### src/rtl/bv_pkg.sv
// Shared types and constants of the barometric variometer.
// Used by bv_div and barometric_variometer; depends on nothing else.
`default_nettype none
package bv_pkg;

    localparam int AVERAGE_LENGTH = 8;
    localparam int IDX_W = (AVERAGE_LENGTH > 1) ? $clog2(AVERAGE_LENGTH) : 1;
    localparam int SUM_W = 21 + $clog2(AVERAGE_LENGTH) + 1;

    localparam int DIV_NUM_W = 48;
    localparam int DIV_DEN_W = 24;

    localparam logic [29:0] EXP_Q32 = 30'd817173363;
    localparam logic [29:0] ALT_MAX_MAG = 30'd1000000;
    localparam logic [29:0] ALT_MIN_MAG = 30'd100000;
    localparam logic [47:0] VS_MAX_MAG = 48'd100000;
    localparam logic [19:0] US_PER_S = 20'd1000000;
    localparam logic [6:0] TEMP_SCALE = 7'd125;
    localparam logic [30:0] ALT_RECIP = 31'd1321528399;

    localparam logic [1:0] REG_P0 = 2'd0;
    localparam logic [1:0] REG_T0 = 2'd1;
    localparam logic [1:0] REG_PERIOD = 2'd2;

    typedef enum logic [4:0] {
        ST_ROOT_LOAD,
        ST_ROOT_ITER,
        ST_IDLE,
        ST_NORM,
        ST_SQ_MUL,
        ST_SQ_TAKE,
        ST_Z_HI,
        ST_Z_LO,
        ST_Z_SUM,
        ST_EXP_MUL,
        ST_EXP_TAKE,
        ST_SHIFT,
        ST_ALT_T,
        ST_ALT_LO,
        ST_ALT_HI,
        ST_ALT_SUM,
        ST_ALT_FIN,
        ST_PRIME,
        ST_RING,
        ST_AVG_START,
        ST_VS_MUL,
        ST_VS_START,
        ST_VS_WAIT,
        ST_OUT
    } bv_state_t;

    typedef struct packed {
        logic                 start;
        logic [DIV_NUM_W-1:0] dividend;
        logic [DIV_DEN_W-1:0] divisor;
    } div_req_t;

    typedef struct packed {
        logic                 done;
        logic [DIV_NUM_W-1:0] quotient;
    } div_rsp_t;

endpackage
`default_nettype wire

### src/rtl/bv_div.sv
// Bit-serial restoring divider, one quotient bit per cycle.
// Depends on bv_pkg for the request and response types.
`default_nettype none
module bv_div (
    input  wire logic             aclk,
    input  wire logic             aresetn,
    input  wire bv_pkg::div_req_t req,
    output bv_pkg::div_rsp_t      rsp
);
    import bv_pkg::*;

    logic                 busy_reg, busy_next;
    logic                 done_reg, done_next;
    logic [5:0]           step_reg, step_next;
    logic [DIV_DEN_W-1:0] rem_reg, rem_next;
    logic [DIV_NUM_W-1:0] quo_reg, quo_next;
    logic [DIV_DEN_W-1:0] den_reg, den_next;
    logic [DIV_DEN_W:0]   trial;
    logic                 ge;

    always_comb begin
        trial = {rem_reg, quo_reg[DIV_NUM_W-1]};
        ge = trial >= {1'b0, den_reg};
        busy_next = busy_reg;
        done_next = 1'b0;
        step_next = step_reg;
        rem_next = rem_reg;
        quo_next = quo_reg;
        den_next = den_reg;
        if (req.start) begin
            busy_next = 1'b1;
            step_next = '0;
            rem_next = '0;
            quo_next = req.dividend;
            den_next = req.divisor;
        end else if (busy_reg) begin
            rem_next = ge ? DIV_DEN_W'(trial - {1'b0, den_reg}) : trial[DIV_DEN_W-1:0];
            quo_next = {quo_reg[DIV_NUM_W-2:0], ge};
            step_next = step_reg + 6'd1;
            if (step_reg == 6'(DIV_NUM_W - 1)) begin
                busy_next = 1'b0;
                done_next = 1'b1;
            end
        end
    end

    always_ff @(posedge aclk) begin
        if (!aresetn) begin
            busy_reg <= 1'b0;
            done_reg <= 1'b0;
            step_reg <= '0;
        end else begin
            busy_reg <= busy_next;
            done_reg <= done_next;
            step_reg <= step_next;
        end
        rem_reg <= rem_next;
        quo_reg <= quo_next;
        den_reg <= den_next;
    end

    assign rsp.done = done_reg;
    assign rsp.quotient = quo_reg;

endmodule
`default_nettype wire

### config.mk
export PLATFORM = sky130hd
export DESIGN_NAME = bv_div
export DESIGN_NICKNAME = d
export VERILOG_FILES = /design/src/rtl/bv_pkg.sv /design/src/rtl/bv_div.sv
export SDC_FILE = /design/constraint.sdc
export NUM_CORES = 1
export LEC_CHECK = 0
export CORE_MARGIN = 2
export CORE_UTILIZATION = 47
export DETAILED_ROUTE_END_ITERATION = 6
export DONT_BUFFER_PORTS = 1
export PLACE_DENSITY = 0.7
export SLEW_MARGIN = 20
export SYNTH_ARGS = -nofsm -noshare
export SYNTH_HDL_FRONTEND = slang
export SYNTH_SLANG_ARGS = --single-unit
### constraint.sdc
create_clock -name aclk -period 4.99 [get_ports aclk]
set_clock_uncertainty 0.2 [all_clocks]
set_input_delay 0 -clock aclk [delete_from_list [all_inputs] [get_ports aclk]]
set_output_delay 0 -clock aclk [all_outputs]
set_load 0.005 [all_outputs]
## Word level (Yosys, flattened, before mapping)

Index checks and enable logic that the tools add are counted.

- Bitwise logic cells: 2
- Shift-type cells: 0
- Equality and inequality tests: 1
- Add/sub/neg operators: 2
- Reduce and logical (&&, ||, !) cells: 3
- Multiplexer cells: 7
- $lt $le $gt $ge: 1
- Div/mod/pow operators: 0
- Multiply operators: 0

Operator list:

| kind | count |
|---|---|
| 48-bit 2-to-1 mux | 2 |
| 25-bit by 24-bit >= comparator with 1-bit output | 1 |
| 24-bit 2-to-1 mux | 1 |
| 24-bit subtractor | 1 |
| 6-bit by 1-bit adder with 6-bit output (second input constant) | 1 |
| 6-bit equality test (second input constant) | 1 |
| 1-bit 2-to-1 mux | 4 |
| 3-bit OR reduction | 1 |
| 1-bit inverter | 2 |
| 2-bit nonzero test | 1 |
| 2-bit OR reduction | 1 |

- Memory bits (writable): 0
- Memories kept: 0
- Bits of input ports: 75
- Flip-flop bits (word level): 104
- Bits in latches: 0
- ROM bits: 0
- Logic and storage cells: 22

## Depth between registers and ports, before layout

- Word-level depth: 4
- Gate-level depth with buffers: 13

## Worst setup path before layout

No wires, ideal clock.

- Path kind: reg2reg
- Start point: reg den_reg[6]
- End point: reg rem_reg[11]
- Period minus slack after synthesis: 2.916 ns
- Path buffers: 2
- Arrival: 2.583 ns
- Slack: 2.074 ns
- Library setup time: 0.133 ns
- Stages on the path, launching flop included: 13
- Path through: edfxtp_1 inv_1 ha_1 buf_2 a2111o_1 o21ai_2 o21a_1 a21oi_2 o41ai_4 buf_4 a21oi_1 a221oi_1 nor3_1

- Cells in the longest elaborated chain, start to end: 2
- Elaborated cells on any way between the ends: 3
- Those cells by class: 1 x add/sub; 1 x order compare; 1 x mux

RTL lines:

| item | line | RTL |
|---|---|---|
| start: declaration | bv_div.sv:17 | `logic [DIV_DEN_W-1:0] den_reg, den_next;` |
| start signal: assignment | bv_div.sv:59 | `den_reg <= den_next;` |
| 24-bit subtractor / 25-bit by 24-bit >= comparator with 1-bit output (equally long branches) | bv_div.sv:37, bv_div.sv:23 |  |
| 24-bit 2-to-1 mux * | bv_div.sv:37 | `rem_next = ge ? DIV_DEN_W'(trial - {1'b0, den_reg}) : trial[DIV_DEN_W-1:0];` |
| end signal: assignment | bv_div.sv:57 | `rem_reg <= rem_next;` |
| end: declaration | bv_div.sv:15 | `logic [DIV_DEN_W-1:0] rem_reg, rem_next;` |

Mark *: on every way between the ends. The rest lies on a longest branch, timed or not.
A chain may end at the register's enable or synchronous reset.

## Worst setup path after layout

- Start point: reg den_reg[1]
- End point: reg rem_reg[10]

The elaborated chain is that of the path after synthesis.

==> out/results.ini <==
[synth]
synth_top_flop_cell = edfxtp_1
syn_nets = 587
ys_types = 52
synth_area_um2 = 5460
synth_top_area_frac = 0.396
synth-seq-area-share = 0.513
syn_avg_cell_area_um2 = 11.2
synth_top_area_cell = edfxtp_1
yosys_register_bits = 104
yosysWarnings = 0
synth.top_cells.by_count = 72 x edfxtp_1, 48 x mux2_2, 47 x nor2_1
synth_most_common_cell = edfxtp_1
synth-edff-count = 72
synthTopCellsByArea = edfxtp_1 40%, dfxtp_1 12%, mux2_2 9.9%, ha_1 5.7%, a21oi_1 3.5%
synthCells = 486
async_reset_ff_frac = 0

[cells_and_area]
final_nets = 655
nFillCells = 949
drive_gt1_frac = 0.134
multi_input_area_um2 = 2440
fin_util = 0.583
area.sequential_um2 = 2800
diodes = 0
largest_reg_flops = 48
areaGrowthSynthToFinish_pct = 21.3

[setup_path]
critPathCaptureType = flip-flop
cp-start-kind = flip-flop
path_class = flip-flop to flip-flop
crit_family = compound AO/OA/AOI/OAI gates
critPathMaxFanout = 9
arrival_ns = 3.67
cp_slowest_cell = o41ai_4
max_stage_delay_ns = 0.64
critPathRequiredTime_ns = 5.08
path_cells = inv_1, ha_1, nor2b_1, o31a_1, o21ai_2, o21a_1, a21oi_2, o41ai_4, nand2_1, o31a_1, a211oi_2, dlygate4sd3_1
crit_buf_inv = 2
worst_path_most_repeated_cell = o31a_1

[die]
dieArea_um2 = 12500
die_y_um = 112
core_um2 = 11400
row_count = 39
dieWidth_um = 112
initial_core_util = 0.480
io_pins = 124

[placed_design]
dp_hpwl_um = 7480
place.gp.congestion = 0.803
portBuffers = 0

[sta]
period_minus_slack_ns = 3.57
relSlewSlack = 0.551
tns_ns = 0
worst_pin_slew_ns = 0.672
slew_viol_final = 0
fmax_ghz = 0.280
hold_viol_final = 0
setup_violations = 0
hold_slack_ns = 0.0705
min_period_over_period = 0.716
rsz0062_at_grt = no

[drt]
num_vias = 3896
drtPass1Iterations = 4
drt_iter0_drc = 156
vias_per_cell = 5.56
postRouteAntennaNets = 0
post-route-drc-count = 0
wirelength_um = 11900
post_drt_wl_per_cell_um = 17.0

[clocking]
cts_inserted_buffers = 9
cts_tree = built
htreeDepth = 3
post_cts_buffers = 0
postCtsResizedCells = 0
cts_sinks = 104
path_clk_slew_ns = 0.07
insertion_delay_ns = 0.35
cts-root-buf = clkbuf_16
clk_path_buf_depth = 2

[pwr]
finalPower_mw = 2.14
pwr_density_cell_nw_per_um2 = 323
ir_worst_vdd_v = 0.000258
p_leak_nw = 2.58

[global_routing]
grt_overflow_total = 0
grt_pass1_vias = 3964
track_usage = 0.194
grt_max_degree = 101
grt_antenna_before_repair = 0
grt_pass1_wl_um = 19300

[status]
status = completed

[worst_hold_path]
min_path_type = input port to flip-flop

[run]
cap_violations = 0

==> path summary, 6_finish.rpt <==
kind | startpoint | endpoint | slack [ns] | cells after the start
setup / recovery | den_reg[1]$_DFFE_PP_ | rem_reg[10]$_SDFFE_PP0P_ | 1.42 | 12
setup reg to reg | den_reg[1]$_DFFE_PP_ | rem_reg[10]$_SDFFE_PP0P_ | 1.42 | 12
hold / removal | req[20] | den_reg[20]$_DFFE_PP_ | 0.07 | 1
hold reg to reg | rem_reg[1]$_SDFFE_PP0P_ | rem_reg[1]$_SDFFE_PP0P_ | 0.29 | 2
==> what timing repair did <==
item                                    4_1_cts  5_1_grt
hold buffers                                 76        0
endpoints found under the setup margin        0        0
endpoints found under the hold margin       128        0
==> cell type report <==
cell class / instances / share of cell area
sequential: 104 / 0.423
multi-input combinational: 328 / 0.368
timing repair buffer: 78 / 0.122
clock buffer: 9 / 0.0340
tap: 143 / 0.0270
inverter: 33 / 0.0187
clock inverter: 6 / 0.00774
==> power breakdown <==
part           switching, mW  internal, mW
logic                  0.206         0.193
clock network          0.329         0.346
registers             0.0559          1.01
total                  0.590          1.55
==> metal layers <==
| metal | routed length, µm | vias up | GRT usage |
|---|---|---|---|
| met5 | 0 | - | 0 |
| met1 | 5070 | 1839 | 0.222 |
| met3 | 971 | 14 | 0.0849 |
| met2 | 5700 | 122 | 0.326 |
| li1 | - | 1921 | - |
| met4 | 200 | 0 | 0.0617 |
==> cells by family (layout without fill, tap and decap cells) <==
family | Yosys count | in the layout | synth area share
buffers and inverters | 54 | 126 | 0.0412
DFF | 104 | 104 | 0.513
and+or+nand+nor | 106 | 106 | 0.0868
adders and majority gates | 26 | 26 | 0.0609
xor gates and xnor gates | 17 | 17 | 0.0273
muxes | 61 | 61 | 0.123
AOI/OAI and AO/OA | 118 | 118 | 0.148
==> per-stage QoR <==
stage | std cells | cell area [µm²] | setup WS [ns]
after floorplan | 486 | 5460 | 2.07
after global placement | 610 | 5570 | 1.63
after detailed placement | 610 | 5570 | 1.57
after CTS | 701 | 6620 | 1.42
after global routing | 701 | 6620 | 1.22
final | 701 | 6620 | 1.42
==> cells in the final DEF (no fill, tap or decap), types with 2 or more instances in the layout <==
cell and count:
nor2b_1 6, inv_1 33, o21ai_0 19, nor3_1 12, dlygate4sd3_1 75, o21bai_1 2, o2111ai_1 2, inv_6 4
xnor2_1 10, edfxtp_1 72, o41ai_1 2, clkbuf_16 9, a41oi_1 2, mux2_2 48, xor2_1 7, nand4_1 5
a211o_1 2, nand2_1 21, dfxtp_1 32, nand3_1 5, ha_1 25, nor2_1 47, a2111o_1 2, mux2i_1 12
a21o_1 5, o31a_1 3, a21oi_1 38, o211ai_1 3, nand2b_1 4, a211oi_1 20, o21a_1 6
No activity file was read; power rests on OpenSTA's default activity.
